`src/hw/rtl/fan_tp_pkg.sv`:
```
// Package with the shared constants, word types and state type of the fan tachometer block.
package fan_tp_pkg;

    localparam int COUNT_BITS    = 30;
    localparam int CLOCK_BITS    = 28;
    localparam int DIVIDEND_BITS = 34;
    localparam int RPM_BITS      = 16;
    localparam int STEP_BITS     = 6;
    localparam int QUEUE_DEPTH   = 2;

    localparam logic [CLOCK_BITS-1:0] CLOCK_HZ_RESET = 28'd80000000;
    localparam logic [RPM_BITS-1:0]   RPM_MAX        = 16'hFFFF;

    typedef struct packed {
        logic                  channel;
        logic                  rising_edge;
        logic [COUNT_BITS-1:0] capture_count;
    } in_word_t;

    typedef struct packed {
        logic [COUNT_BITS-1:0] elapsed;
        logic                  rpm_valid;
        logic [RPM_BITS-1:0]   rpm;
        logic                  zero_period;
    } out_word_t;

    typedef struct packed {
        logic [COUNT_BITS-1:0] elapsed;
        logic                  tach;
        logic                  zero;
        logic [COUNT_BITS-1:0] period;
    } job_t;

    typedef enum logic [1:0] {
        BK_IDLE,
        BK_DIVIDE,
        BK_HOLD
    } back_state_t;

endpackage

```
`src/hw/rtl/fan_tach_period_rpm.sv`:
```
// Top level of the fan tachometer period and rpm measurement block.
//
//   Port group   Direction  Handshake          Word
//   in           input      in_valid/in_ready  in_word: channel, edge kind, capture count
//   out          output     out_valid/out_ready out_word: elapsed, rpm_valid, rpm, zero flag
//   cfg          input      cfg_wr_en          cfg_wr_data: capture clock in hertz
//
// A tachometer word that heads the queue is popped, then runs through 34 divider steps of one
// quotient bit each, then waits for the output register to be free and loads it. Other words
// skip the divider steps. The front end takes a word every cycle until the queue is full.
// Reset clears the edge history, the stored period, the queue and the output valid flag.
// The output register lets the divider start the next word while a result waits.
module fan_tach_period_rpm #(
    parameter int QUEUE_DEPTH = fan_tp_pkg::QUEUE_DEPTH
) (
    input  logic                              clk,
    input  logic                              rst_n,
    input  logic                              in_valid,
    output logic                              in_ready,
    input  fan_tp_pkg::in_word_t              in_word,
    output logic                              out_valid,
    input  logic                              out_ready,
    output fan_tp_pkg::out_word_t             out_word,
    input  logic                              cfg_wr_en,
    input  logic [fan_tp_pkg::CLOCK_BITS-1:0] cfg_wr_data
);

    logic             push;
    fan_tp_pkg::job_t push_job;
    logic             queue_full;
    logic             pop;
    logic             head_valid;
    fan_tp_pkg::job_t head_job;

    fan_tp_front u_front (
        .clk        (clk),
        .rst_n      (rst_n),
        .in_valid   (in_valid),
        .in_ready   (in_ready),
        .in_word    (in_word),
        .push       (push),
        .push_job   (push_job),
        .queue_full (queue_full)
    );

    fan_tp_fifo #(
        .DEPTH (QUEUE_DEPTH)
    ) u_fifo (
        .clk        (clk),
        .rst_n      (rst_n),
        .push       (push),
        .push_job   (push_job),
        .full       (queue_full),
        .pop        (pop),
        .head_valid (head_valid),
        .head_job   (head_job)
    );

    fan_tp_back u_back (
        .clk         (clk),
        .rst_n       (rst_n),
        .cfg_wr_en   (cfg_wr_en),
        .cfg_wr_data (cfg_wr_data),
        .head_valid  (head_valid),
        .head_job    (head_job),
        .pop         (pop),
        .out_valid   (out_valid),
        .out_ready   (out_ready),
        .out_word    (out_word)
    );

endmodule

```
`src/hw/rtl/fan_tp_front.sv`:
```
// Front end: accepts capture words, measures elapsed counts and queues jobs for the back end.
module fan_tp_front (
    input  logic                 clk,
    input  logic                 rst_n,
    input  logic                 in_valid,
    output logic                 in_ready,
    input  fan_tp_pkg::in_word_t in_word,
    output logic                 push,
    output fan_tp_pkg::job_t     push_job,
    input  logic                 queue_full
);

    logic [fan_tp_pkg::COUNT_BITS-1:0] last_count_reg [4];
    logic [fan_tp_pkg::COUNT_BITS-1:0] period_reg;
    logic [fan_tp_pkg::COUNT_BITS-1:0] period_next;
    logic [fan_tp_pkg::COUNT_BITS-1:0] elapsed;
    logic [1:0]                        idx;

    assign in_ready = !queue_full;
    assign push     = in_valid && in_ready;
    assign idx      = {in_word.channel, in_word.rising_edge};
    assign elapsed  = in_word.capture_count - last_count_reg[idx];

    always_comb
    begin
        period_next = period_reg;
        if (!in_word.channel && in_word.rising_edge)
        begin
            period_next = elapsed;
        end
        push_job.elapsed = elapsed;
        push_job.tach    = !in_word.channel;
        push_job.zero    = (period_next == '0);
        push_job.period  = period_next;
    end

    always_ff @(posedge clk or negedge rst_n)
    begin
        if (!rst_n)
        begin
            for (int i = 0; i < 4; i++)
            begin
                last_count_reg[i] <= '0;
            end
            period_reg <= '0;
        end
        else if (push)
        begin
            last_count_reg[idx] <= in_word.capture_count;
            period_reg          <= period_next;
        end
    end

endmodule

```
`src/hw/rtl/fan_tp_fifo.sv`:
```
// Short job queue between the front end and the divider.
module fan_tp_fifo #(
    parameter int DEPTH = fan_tp_pkg::QUEUE_DEPTH
) (
    input  logic             clk,
    input  logic             rst_n,
    input  logic             push,
    input  fan_tp_pkg::job_t push_job,
    output logic             full,
    input  logic             pop,
    output logic             head_valid,
    output fan_tp_pkg::job_t head_job
);

    localparam int PTR_W = (DEPTH > 1) ? $clog2(DEPTH) : 1;
    localparam int CNT_W = $clog2(DEPTH + 1);

    fan_tp_pkg::job_t   slot_reg [DEPTH];
    logic [PTR_W-1:0]   wr_ptr_reg;
    logic [PTR_W-1:0]   rd_ptr_reg;
    logic [CNT_W-1:0]   fill_reg;

    assign full       = (fill_reg == CNT_W'(DEPTH));
    assign head_valid = (fill_reg != '0);
    assign head_job   = slot_reg[rd_ptr_reg];

    always_ff @(posedge clk)
    begin
        if (push)
        begin
            slot_reg[wr_ptr_reg] <= push_job;
        end
    end

    always_ff @(posedge clk or negedge rst_n)
    begin
        if (!rst_n)
        begin
            wr_ptr_reg <= '0;
            rd_ptr_reg <= '0;
            fill_reg   <= '0;
        end
        else
        begin
            if (push)
            begin
                wr_ptr_reg <= (wr_ptr_reg == PTR_W'(DEPTH - 1)) ? '0 : wr_ptr_reg + 1'b1;
            end
            if (pop)
            begin
                rd_ptr_reg <= (rd_ptr_reg == PTR_W'(DEPTH - 1)) ? '0 : rd_ptr_reg + 1'b1;
            end
            if (push && !pop)
            begin
                fill_reg <= fill_reg + 1'b1;
            end
            else if (pop && !push)
            begin
                fill_reg <= fill_reg - 1'b1;
            end
        end
    end

endmodule

```
`src/hw/rtl/fan_tp_back.sv`:
```
// Back end: holds the clock register, runs the bit-serial rpm division and drives the result word.
module fan_tp_back (
    input  logic                                  clk,
    input  logic                                  rst_n,
    input  logic                                  cfg_wr_en,
    input  logic [fan_tp_pkg::CLOCK_BITS-1:0]     cfg_wr_data,
    input  logic                                  head_valid,
    input  fan_tp_pkg::job_t                      head_job,
    output logic                                  pop,
    output logic                                  out_valid,
    input  logic                                  out_ready,
    output fan_tp_pkg::out_word_t                 out_word
);

    localparam int CB = fan_tp_pkg::COUNT_BITS;
    localparam int DB = fan_tp_pkg::DIVIDEND_BITS;
    localparam int RB = fan_tp_pkg::RPM_BITS;
    localparam int SB = fan_tp_pkg::STEP_BITS;

    fan_tp_pkg::back_state_t state_reg, state_next;

    logic [fan_tp_pkg::CLOCK_BITS-1:0] clk_hz_reg;
    logic [CB-1:0] rem_reg, rem_next;
    logic [DB-1:0] quo_reg, quo_next;
    logic [CB-1:0] div_reg, div_next;
    logic [SB-1:0] step_reg, step_next;
    logic [CB-1:0] elapsed_reg, elapsed_next;
    logic          tach_reg, tach_next;
    logic          zero_reg, zero_next;
    logic [RB-1:0] rpm_reg, rpm_next;
    logic          out_valid_reg, out_valid_next;
    fan_tp_pkg::out_word_t out_word_reg, out_word_next;

    logic [DB-1:0] dividend;
    logic [CB:0]   trial;
    logic [CB:0]   diff;
    logic          fits;

    assign dividend = {clk_hz_reg, 6'b0} - {4'b0, clk_hz_reg, 2'b0};
    assign trial    = {rem_reg, quo_reg[DB-1]};
    assign diff     = trial - {1'b0, div_reg};
    assign fits     = (trial >= {1'b0, div_reg});

    assign out_valid = out_valid_reg;
    assign out_word  = out_word_reg;

    always_comb
    begin
        state_next     = state_reg;
        rem_next       = rem_reg;
        quo_next       = quo_reg;
        div_next       = div_reg;
        step_next      = step_reg;
        elapsed_next   = elapsed_reg;
        tach_next      = tach_reg;
        zero_next      = zero_reg;
        rpm_next       = rpm_reg;
        out_valid_next = out_valid_reg && !out_ready;
        out_word_next  = out_word_reg;
        pop            = 1'b0;
        case (state_reg)
            fan_tp_pkg::BK_IDLE:
            begin
                if (head_valid)
                begin
                    pop          = 1'b1;
                    elapsed_next = head_job.elapsed;
                    tach_next    = head_job.tach;
                    zero_next    = head_job.zero;
                    div_next     = head_job.period;
                    if (head_job.tach && !head_job.zero)
                    begin
                        rem_next   = '0;
                        quo_next   = dividend;
                        step_next  = '0;
                        state_next = fan_tp_pkg::BK_DIVIDE;
                    end
                    else
                    begin
                        rpm_next   = head_job.tach ? fan_tp_pkg::RPM_MAX : '0;
                        state_next = fan_tp_pkg::BK_HOLD;
                    end
                end
            end
            fan_tp_pkg::BK_DIVIDE:
            begin
                rem_next  = fits ? diff[CB-1:0] : trial[CB-1:0];
                quo_next  = {quo_reg[DB-2:0], fits};
                step_next = step_reg + 1'b1;
                if (step_reg == SB'(DB - 1))
                begin
                    rpm_next   = (quo_next[DB-1:RB] != '0) ? fan_tp_pkg::RPM_MAX
                                                           : quo_next[RB-1:0];
                    state_next = fan_tp_pkg::BK_HOLD;
                end
            end
            fan_tp_pkg::BK_HOLD:
            begin
                if (!out_valid_reg || out_ready)
                begin
                    out_valid_next            = 1'b1;
                    out_word_next.elapsed     = elapsed_reg;
                    out_word_next.rpm_valid   = tach_reg;
                    out_word_next.rpm         = rpm_reg;
                    out_word_next.zero_period = tach_reg && zero_reg;
                    state_next                = fan_tp_pkg::BK_IDLE;
                end
            end
            default:
            begin
                state_next = fan_tp_pkg::BK_IDLE;
            end
        endcase
    end

    always_ff @(posedge clk or negedge rst_n)
    begin
        if (!rst_n)
        begin
            state_reg     <= fan_tp_pkg::BK_IDLE;
            clk_hz_reg    <= fan_tp_pkg::CLOCK_HZ_RESET;
            out_valid_reg <= 1'b0;
        end
        else
        begin
            state_reg     <= state_next;
            out_valid_reg <= out_valid_next;
            if (cfg_wr_en)
            begin
                clk_hz_reg <= cfg_wr_data;
            end
        end
    end

    always_ff @(posedge clk)
    begin
        rem_reg      <= rem_next;
        quo_reg      <= quo_next;
        div_reg      <= div_next;
        step_reg     <= step_next;
        elapsed_reg  <= elapsed_next;
        tach_reg     <= tach_next;
        zero_reg     <= zero_next;
        rpm_reg      <= rpm_next;
        out_word_reg <= out_word_next;
    end

endmodule

```
`config.mk`:
```
export PLATFORM = sky130hd
export DESIGN_NAME = fan_tach_period_rpm
export DESIGN_NICKNAME = d
export VERILOG_FILES = /design/src/hw/rtl/fan_tp_pkg.sv /design/src/hw/rtl/fan_tach_period_rpm.sv /design/src/hw/rtl/fan_tp_front.sv /design/src/hw/rtl/fan_tp_fifo.sv /design/src/hw/rtl/fan_tp_back.sv
export SDC_FILE = /design/constraint.sdc
export NUM_CORES = 1
export LEC_CHECK = 0
export BUFFER_PORTS_ARGS = -buffer_cell sky130_fd_sc_hd__buf_2
export CORE_MARGIN = 3
export CORE_UTILIZATION = 31
export DETAILED_ROUTE_END_ITERATION = 10
export SLEW_MARGIN = 20
export SYNTH_ARGS = -nofsm -noshare
export SYNTH_HDL_FRONTEND = slang
export SYNTH_SLANG_ARGS = --single-unit
```
`constraint.sdc`:
```
create_clock -name clk -period 6.4 [get_ports clk]
set_input_delay 1.28 -clock clk [delete_from_list [all_inputs] [get_ports clk]]
set_output_delay 1.28 -clock clk [all_outputs]
set_load 0.03 [all_outputs]
```
==> run metrics, run 1 <==
outcome completed; Synth Register Bits 505; f_max 186 MHz; Yosys top cell by area edfxtp_1; CTS tree yes; r2r endpoint u_fifo.slot_reg[1][30]; Pins Over Slew Limit 0; crit start category input port; starting density of the core 31.6%; FF-to-FF setup slack 1700 ps; normalized max-slew margin 36.5%; CTS hold repair buffers 0; syn nets 2051; root buffer cell clkbuf_16; WL/cell 16.6 microns; DRC 0; asr flop ratio synth 36.6%; initial antenna violation count 1; Num CTS Buffers 54; Setup WS pre-CTS 370 ps; placed cell area 25900 sq um; post-synth top area share 39.8%; critical path class input port to flip-flop; PwrDens 555 nW/um^2; Core ar. 76500 sq um; top-level I/O count 115; fin area 27800 sq um; Worst Slack Setup Final 1020 ps; synthesis-to-finish area growth 15.1%; post-CTS sizing 0; HP Class flip-flop to flip-flop; CTS max path bufs 3; post-DP HPWL 35.4 mm; worst-case reg-to-reg path depth 15; skew final 21.4 ps; Layout Nets 2172; max reg flops 124; RR Startpoint u_front.last_count_reg[30]; RD Place Congestion 0.864; Vias/cell 4.78; sequential element share of the synthesized area 59.1%; RSZ-0062 raised after global routing false; syn avg cell area 12.7 sq um; maximum capacitance violations 0; PortBufs 114; most frequent cell after synthesis edfxtp_1; die span in x 285 microns; Top FF cell, synth edfxtp_1; first-pass GRT wire length 82.6 mm; Worst-path clk slew 60 ps; Sw Share 35.6%; first-pass iteration count of the detailed router 5; post-route antenna net violation count 0; Sequential Power Share 39.7%; crit path from in_word[30]; static leakage 11.1 nW; latest clock arrival within the worst-skew pair 600 ps; Max rail drop VDD 0.000240 V; clock power share 21.2%; Worst Path Arrival 5770 ps; combinational share of power 39.2%; die outline height 285 microns; Die ar. 81200 sq um; Yosys warning total 0; Worst-Margin Slew 953 ps; Final period util 84.0%; CTS sink count 505; Setup crit end kind flip-flop; Final Core Density 36.3%; Fin. Hold Viols 0; layout cell share with drive strength beyond 1 23.3%; Post-synth EDFFs 320; Area contributors post-synth edfxtp_1 (40%), dfrtp_1 (18%), mux2_2 (8.9%); GRT Total Usage 12.4%; vias in the first global route 15.1k; Final TNS setup 0 ps; top cells by count, synth edfxtp_1 (320), mux2_2 (191), dfrtp_1 (177); Syn Inst Count 1895; Synth Cell Area 24100 sq um; cell internal pwr 0.00993 W; Worst Setup EP u_fifo.slot_reg[1][30]; H-tree levels 2; Iter 0 DRT Violations 751; Crit Path Max Fanout 9; final wirelength 51.3 mm; setup violators final 0; row count 101; Synth cell types 76; switching power 0.00548 W; minimum hold slack 415 ps; Min Clock Period, post-route 5380 ps; Post-CTS Setup Inserts 0; CP required 6790 ps; largest net degree at the start of global routing 163; via count 14.8k; grt total ovfl 0
-- final cells by class --
class,count,area [sq um]
Clock buffer,70,1520
Multi-Input combinational cell,1186,9100
Clock inverter,32,352
Sequential cell,505,14200
Antenna cell,1,2.50
Fill cell,7363,48700
Timing Repair Buffer,135,759
Tap cell,1030,1290
Inverter,134,503
-- through the flow --
step	power, W	instances
finish	0.0154	3093
global route	0.0165	3092
CTS	0.0156	3092
detailed placement	0.0123	2990
global placement	0.0121	2990
floorplan	0.0106	1895
-- layer usage --
| metal | routed length (microns) | global-route usage [%] |
|---|---|---|
| met1 | 23300 | 16.4 |
| met4 | 1240 | 3.83 |
| met2 | 24900 | 21.1 |
| met3 | 1780 | 2.06 |
| met5 | 0 | 0 |
-- worst max-delay path, cell delays in order --
cell and delay, ps:
buf_2 290, mux4_2 300, ha_1 170, inv_1 50
fa_1 420, a211oi_1 340, o21a_2 240, or4_1 120
nand3_1 120, or4_1 530, or4_1 420, or3_1 330
or4_1 500, nor4_2 180, nand4bb_1 170, nor4b_2 280
-- worst min path at each step --
stage | depth (start not counted) | endpoint | slack, ps | start
global placement | 0 | u_back.out_word[39] | 400 | u_back.elapsed_reg[21]
global route | 0 | u_back.out_word[22] | 410 | u_back.elapsed_reg[4]
finish | 0 | u_back.out_word[42] | 410 | u_back.elapsed_reg[24]
CTS | 0 | u_back.out_word[22] | 410 | u_back.elapsed_reg[4]
floorplan | 0 | u_back.out_word[10] | 400 | u_back.rpm_reg[9]
detailed placement | 0 | u_back.out_word[1] | 400 | u_back.rpm_reg[0]
-- layout by cell type, fill, tap and decap left out, types with 6 or more instances in the layout --
cell type	instances
bufinv_16	7
clkinv_2	11
o21bai_1	14
clkbuf_1	9
buf_2	113
o31ai_1	7
xnor2_1	44
xor2_1	37
nor2b_1	11
nand2b_1	11
o21ai_0	121
nor2_1	102
a211oi_1	10
or4_1	7
mux4_2	30
o21a_1	16
mux2_2	191
buf_4	19
nor3_1	27
clkbuf_16	57
clkinv_1	6
inv_1	133
a31oi_1	9
edfxtp_1	320
ha_1	89
nand4_1	7
or3_1	13
dfrtp_1	176
nand2_1	168
nor4_1	10
nand3_1	23
o31a_1	6
a21oi_1	75
dfstp_2	8
mux2i_1	25
a21o_1	37
-- power groups by stage --
stage	clock, W	combinational (W)	sequential [W]
2_1_floorplan	0	0.00435	0.00622
3_3_place_gp	0	0.00595	0.00612
3_5_place_dp	0	0.00607	0.00618
4_1_cts	0.00338	0.00611	0.00613
5_1_grt	0.00350	0.00672	0.00627
6_report	0.00326	0.00604	0.00611
-- kinds of logic (layout without fill, tap and decap cells) --
family	Yosys count	after routing	share of synthesized area, %
muxes	246	246	12.8
buffers and inverters	204	371	3.38
xor gates and xnor gates	81	81	2.94
DFF	505	505	59.1
adders and majority gates	91	91	4.78
other	0	1	0
AOI/OAI and AO/OA	342	342	8.80
and+or+nand+nor	426	426	8.28
Power figures use the tool's default switching activity.
==> run 2: changes to the inputs <==
--- a/config.mk
+++ b/config.mk
@@ -5,6 +5,7 @@
 export SDC_FILE = /design/constraint.sdc
 export NUM_CORES = 1
 export LEC_CHECK = 0
+export ABC_AREA = 1
 export BUFFER_PORTS_ARGS = -buffer_cell sky130_fd_sc_hd__buf_2
 export CORE_MARGIN = 3
 export CORE_UTILIZATION = 31
==> constraint.sdc (replaced) <==
create_clock -name clk -period 5.5 [get_ports clk]
set_input_delay 1.1 -clock clk [delete_from_list [all_inputs] [get_ports clk]]
set_output_delay 1.1 -clock clk [all_outputs]
set_load 0.03 [all_outputs]
==> run metrics, run 2 <==
Worst Slack Setup Final 1480 ps; Top FF cell, synth edfxtp_1; Synth Area in Compound Gates 12.0%; skew final 65.4 ps; syn avg cell area 9.18 sq um; row count 104; Layout Nets 3019; final wirelength 60.8 mm; Crit path buffers/inverters 4; largest net degree at the start of global routing 86; Vias/cell 4.64; CTS tree yes; first-pass GRT wire length 97.0 mm; grt met2 use 22.6%; top-level I/O count 115; Crit Path Max Fanout 23; vias in the first global route 17.7k; post-DP HPWL 44.0 mm; root buffer cell clkbuf_16; post-route antenna net violation count 0; CTS hold repair buffers 0; WL/cell 15.3 microns; Min Clock Period, post-route 4020 ps; PortBufs 114; Die ar. 84900 sq um; critical path class input port to flip-flop; Setup WS pre-CTS 815 ps; normalized max-slew margin 30.5%; outcome completed; grt total ovfl 0; synthesis-to-finish area growth 14.7%; die span in x 291 microns; H-tree levels 2; Post-CTS Setup Inserts 0; latest clock arrival within the worst-skew pair 640 ps; Num CTS Buffers 57; Yosys top cell by area edfxtp_1; Setup crit end kind flip-flop; Max rail drop VDD 0.000364 V; Yosys warning total 0; top cells by count, synth nand2_1 (836), inv_1 (321), edfxtp_1 (320); Synth Area in XOR/XNOR 1.52%; syn nets 2906; Fin. Hold Viols 0; maximum capacitance violations 0; n_diodes 0; Worst-path clk slew 60 ps; slowest cell on the critical path inv_1; Synth cell types 56; Iter 0 DRT Violations 1213; RD Place Congestion 0.877; crit start category input port; die outline height 291 microns; largest family of logic cells by synthesized area simple AND/OR/NAND/NOR gates; Core ar. 80500 sq um; post-synthesis adder-cell area fraction 4.57%; Synth Cell Area 25200 sq um; f_max 249 MHz; delay-heaviest family, CP simple AND/OR/NAND/NOR gates; Syn Inst Count 2750; Final period util 73.1%; Post-synth EDFFs 320; Worst-Margin Slew 1040 ps; Area contributors post-synth edfxtp_1 (38%), dfrtp_1 (18%), nand2_1 (12%); RR Startpoint u_back.rem_reg[9]; r2r endpoint u_back.rem_reg[25]; routing usage on met1 19.5%; starting density of the core 31.3%; max incr delay on CP 620 ps; asr flop ratio synth 36.6%; CTS max path bufs 3; simple-gate share of the synthesized area 19.1%; mux contribution to synthesized area 0.0396%; FF-to-FF setup slack 2460 ps; RSZ-0062 raised after global routing false; DRC 0; most frequent cell after synthesis nand2_1; crit path from in_word[31]; commonest non-fill, non-tap cell in the layout nand2_1; sequential element share of the synthesized area 56.4%; via count 18.4k; commonest non-fill, non-tap cells in the layout nand2_1 (835), edfxtp_1 (320), inv_1 (319); Synth Register Bits 505; static leakage 12.9 nW; Crit path top cell by count nand2_1; CTS sink count 505; PwrDens 600 nW/um^2; Worst Path Arrival 4500 ps; GR peak layer met2; post-synth top area share 38.1%; GRT Total Usage 14.0%; initial antenna violation count 1; CP required 5980 ps; layout cell share with drive strength beyond 1 11.0%; HP Class input port to async pin; max reg flops 124; met3 usage 2.13%; first-pass iteration count of the detailed router 5; Pins Over Slew Limit 0; Final TNS setup 0 ps; critical-path cell list buf_2, inv_2, nand2_1, inv_1, buf_4, a22o_1, a221oi_1, ha_1, nand2_1, nor2_1, and3_1, nand3_1, nand4_1, nand3_1, nand2_1, nand2_1, nor2_1, nand3_1, nor2_1; worst-case reg-to-reg path depth 11; setup violators final 0; post-CTS sizing 0
run 2: changes by cell type in the layout (fill, tap and decap cells not counted), moves of 49 or more:
cell	before	now
nand2_1	168	835
mux2_2	191	0
inv_1	133	319
nor2_1	102	151
nand3_1	23	98
o21ai_0	121	270
run 2: worst register-to-register path, stage by stage, from the launching register on:
cell and delay (ps):
edfxtp_1 420, ha_1 410, nand2_1 120, nor2_1 230
nand2_1 130, nor4_2 280, nand3_1 150, nand3_2 220
buf_4 520, inv_2 150, nor2_1 130, nor2_1 50
run 2: logic make-up (layout without fill, tap and decap cells):
family	Yosys count	in the layout
simple gates	1180	1180
compound gates	517	517
flops	505	505
buf+inv	413	574
fa+ha+maj	91	91
xor+xnor	43	43
mux	1	1
run 2: worst max-delay path by stage:
| stage | end | cells after the start |
|---|---|---|
| after floorplan | u_fifo.fill_reg[1] | 8 |
| after detailed placement | u_fifo.slot_reg[0][30] | 19 |
| final | u_fifo.slot_reg[0][30] | 19 |
| after global routing | u_fifo.slot_reg[1][30] | 22 |
| after global placement | u_fifo.slot_reg[0][30] | 19 |
| after CTS | u_fifo.slot_reg[0][30] | 19 |
run 2: stage by stage:
stage	utilization (%)	total power (W)	area [sq um]	cells	hold slack, ps
after floorplan	-	0.0117	25300	2750	400
after global placement	33.6	0.0135	27000	3864	403
after detailed placement	33.6	0.0136	27000	3864	405
after CTS	35.9	0.0176	29000	3971	340
after global routing	35.9	0.0187	29000	3971	371
final	35.9	0.0174	29000	3971	367
run 2: final cells by class:
| cell class | instances | area (sq um) |
|---|---|---|
| repair buffers | 140 | 785 |
| inverters | 327 | 1230 |
| clock buffers | 78 | 1600 |
| flip-flops and latches | 505 | 14200 |
| fillers | 8131 | 51600 |
| well taps | 1060 | 1330 |
| multi-input cells | 1832 | 9450 |
| clock inverters | 29 | 322 |
run 2: routing by layer:
layer  vias up  wire length (microns)
met2       350                  27800
li1       9388                      -
met1      8578                  28900
met3       101                   2500
met4         2                   1590
met5         -                     13
run 2: power breakdown:
| group | internal, W | switching, W | leakage, nW | total, W |
|---|---|---|---|---|
| clock network | 0.00224 | 0.00161 | 0.924 | 0.00386 |
| registers | 0.00620 | 0.000596 | 5.30 | 0.00679 |
| logic | 0.00208 | 0.00465 | 6.65 | 0.00672 |
| total | 0.0105 | 0.00686 | 12.9 | 0.0174 |
==> run 3: changes to the inputs <==
==> constraint.sdc (replaced) <==
create_clock -name clk -period 3.25 [get_ports clk]
set_input_delay 0.65 -clock clk [delete_from_list [all_inputs] [get_ports clk]]
set_output_delay 0.65 -clock clk [all_outputs]
set_load 0.03 [all_outputs]
==> run metrics, run 3 (synthesis results as in run 2) <==
Multi-input gate area 9550 sq um; Fin. Hold Viols 0; starting density of the core 31.3%; RR Startpoint u_front.last_count_reg[1]; normalized max-slew margin 47.2%; Vias/cell 4.58; Hold Path Cell Cnt 3; crit start category input port; layout cell share with drive strength beyond 1 15.7%; CTS sink count 505; static leakage 13.6 nW; fin area 30200 sq um; WL/cell 15.1 microns; PwrDens 1000 nW/um^2; Die ar. 84900 sq um; final wirelength 62.0 mm; cell internal pwr 0.0185 W; total power 0.0302 W; via count 18.8k; Fillers 8027; Worst-path clk slew 60 ps; Iter 0 DRT Violations 1143; largest net degree at the start of global routing 76; Crit Path Max Fanout 14; worst-case reg-to-reg path depth 15; switching power 0.0118 W; Max rail drop VDD 0.000477 V; CTS max path bufs 3; outcome completed; combinational share of power 41.2%; Min Clock Period, post-route 3020 ps; Final period util 92.9%; max reg flops 124; root buffer cell clkbuf_16; CTS tree yes; critical path class input port to flip-flop; f_max 331 MHz; Core ar. 80500 sq um; r2r endpoint u_fifo.slot_reg[1][30]; DRC 0; n_diodes 0; Pins Over Slew Limit 0; grt total ovfl 0; initial antenna violation count 4; first-pass GRT wire length 100 mm; PortBufs 114; latest clock arrival within the worst-skew pair 600 ps; synthesis-to-finish area growth 19.5%; Worst-Margin Slew 792 ps; Worst Path Arrival 3440 ps; HP Class input port to flip-flop; vias in the first global route 18.3k; die span in x 291 microns; post-route antenna net violation count 0; Num CTS Buffers 55; DP Cell Count 3999; FF-to-FF setup slack 330 ps; commonest non-fill, non-tap cell in the layout nand2_1; Layout Nets 3155; commonest non-fill, non-tap cells in the layout nand2_1 (836), inv_1 (320), edfxtp_1 (320); hold endpoint u_back.clk_hz_reg[19]; Sequential Power Share 38.3%; Non-Filler Instances 4105; HP Start cfg_wr_data[19]; RD Place Congestion 0.888; clock power share 20.5%; register area 14200 sq um; post-DP HPWL 45.4 mm; maximum capacitance violations 0; row count 104; Setup crit end kind flip-flop; die outline height 291 microns; top-level I/O count 115; setup violators final 0; Sw Share 39.0%; GRT Total Usage 14.4%; placed cell area 28200 sq um; CP required 3670 ps; first-pass iteration count of the detailed router 7; skew final 23.7 ps; H-tree levels 2
==> run 3: cell count changes in the layout (fill, tap and decap cells not counted), moves of 4 or more <==
cell	before	now
a21oi_2	25	29
a21oi_1	99	95
buf_12	1	15
a221oi_1	28	18
buf_4	25	147
a221oi_2	0	10
nor2_1	151	147
==> run 3: area by class of cell <==
cell class / count / area share, %
clock buffer: 75 / 5.11
clock inverter: 28 / 0.879
inverter: 327 / 4.07
multi-input combinational: 1832 / 31.7
sequential: 505 / 47.2
tap: 1060 / 4.40
timing repair buffer: 278 / 6.64
==> run 3: through the flow <==
| step | util, % | hold WS (ps) | setup WS (ps) | setup TNS, ps |
|---|---|---|---|---|
| finish | 37.4 | 262 | 231 | 0 |
| floorplan | - | 354 | 12.0 | 0 |
| detailed placement | 35.0 | 405 | -508 | -11080 |
| global route | 37.4 | 240 | -6.04 | -9.66 |
| global placement | 35.0 | 404 | -472 | -9060 |
| CTS | 37.3 | 209 | 105 | 0 |
==> run 3: power groups by stage <==
stage | sequential (W) | combinational, W | clock [W]
2_1_floorplan | 0.0119 | 0.00790 | 0
5_1_grt | 0.0119 | 0.0140 | 0.00664
3_5_place_dp | 0.0117 | 0.0124 | 0
6_report | 0.0116 | 0.0125 | 0.00620
3_3_place_gp | 0.0117 | 0.0123 | 0
4_1_cts | 0.0116 | 0.0125 | 0.00640
==> run 3: worst max-delay path: stages <==
cell and delay (ps):
buf_2 130, inv_2 80, nor2_4 60, buf_12 150, buf_12 140, buf_4 140, a22o_1 190, a221oi_1 240
ha_1 320, a21oi_1 160, a21boi_2 180, o21ai_0 130, a21oi_1 200, nand3_1 130, nand3_1 110, nand2_1 100
nor2_2 130, nand3_1 70, nor2_1 130
==> run 3: worst max path at each step <==
stage / from / to / slack [ps] / cells after the start
after floorplan: in_word[30] / u_fifo.slot_reg[0][30] / 10 / 21
after global placement: in_word[31] / u_fifo.slot_reg[1][30] / -470 / 19
after detailed placement: in_word[31] / u_fifo.slot_reg[0][30] / -510 / 20
after CTS: in_word[31] / u_fifo.slot_reg[1][30] / 100 / 20
after global routing: in_word[30] / u_fifo.slot_reg[1][30] / -6 / 22
final: in_word[31] / u_fifo.slot_reg[1][30] / 230 / 19
==> run 3: routing by layer <==
layer	global-route usage, %	wire length, microns	share of wire, %
met5	0	15	0.024
met4	3.64	1390	2.2
met3	2.00	2200	3.5
met2	23.6	28700	46
met1	20.1	29700	48
==> run 3: what timing repair did <==
action	CTS	global route
hold endpoints to repair	28	0
gates resized for setup	0	24
hold buffers	1	0
setup buffers	0	2
endpoints found under the setup margin	0	5
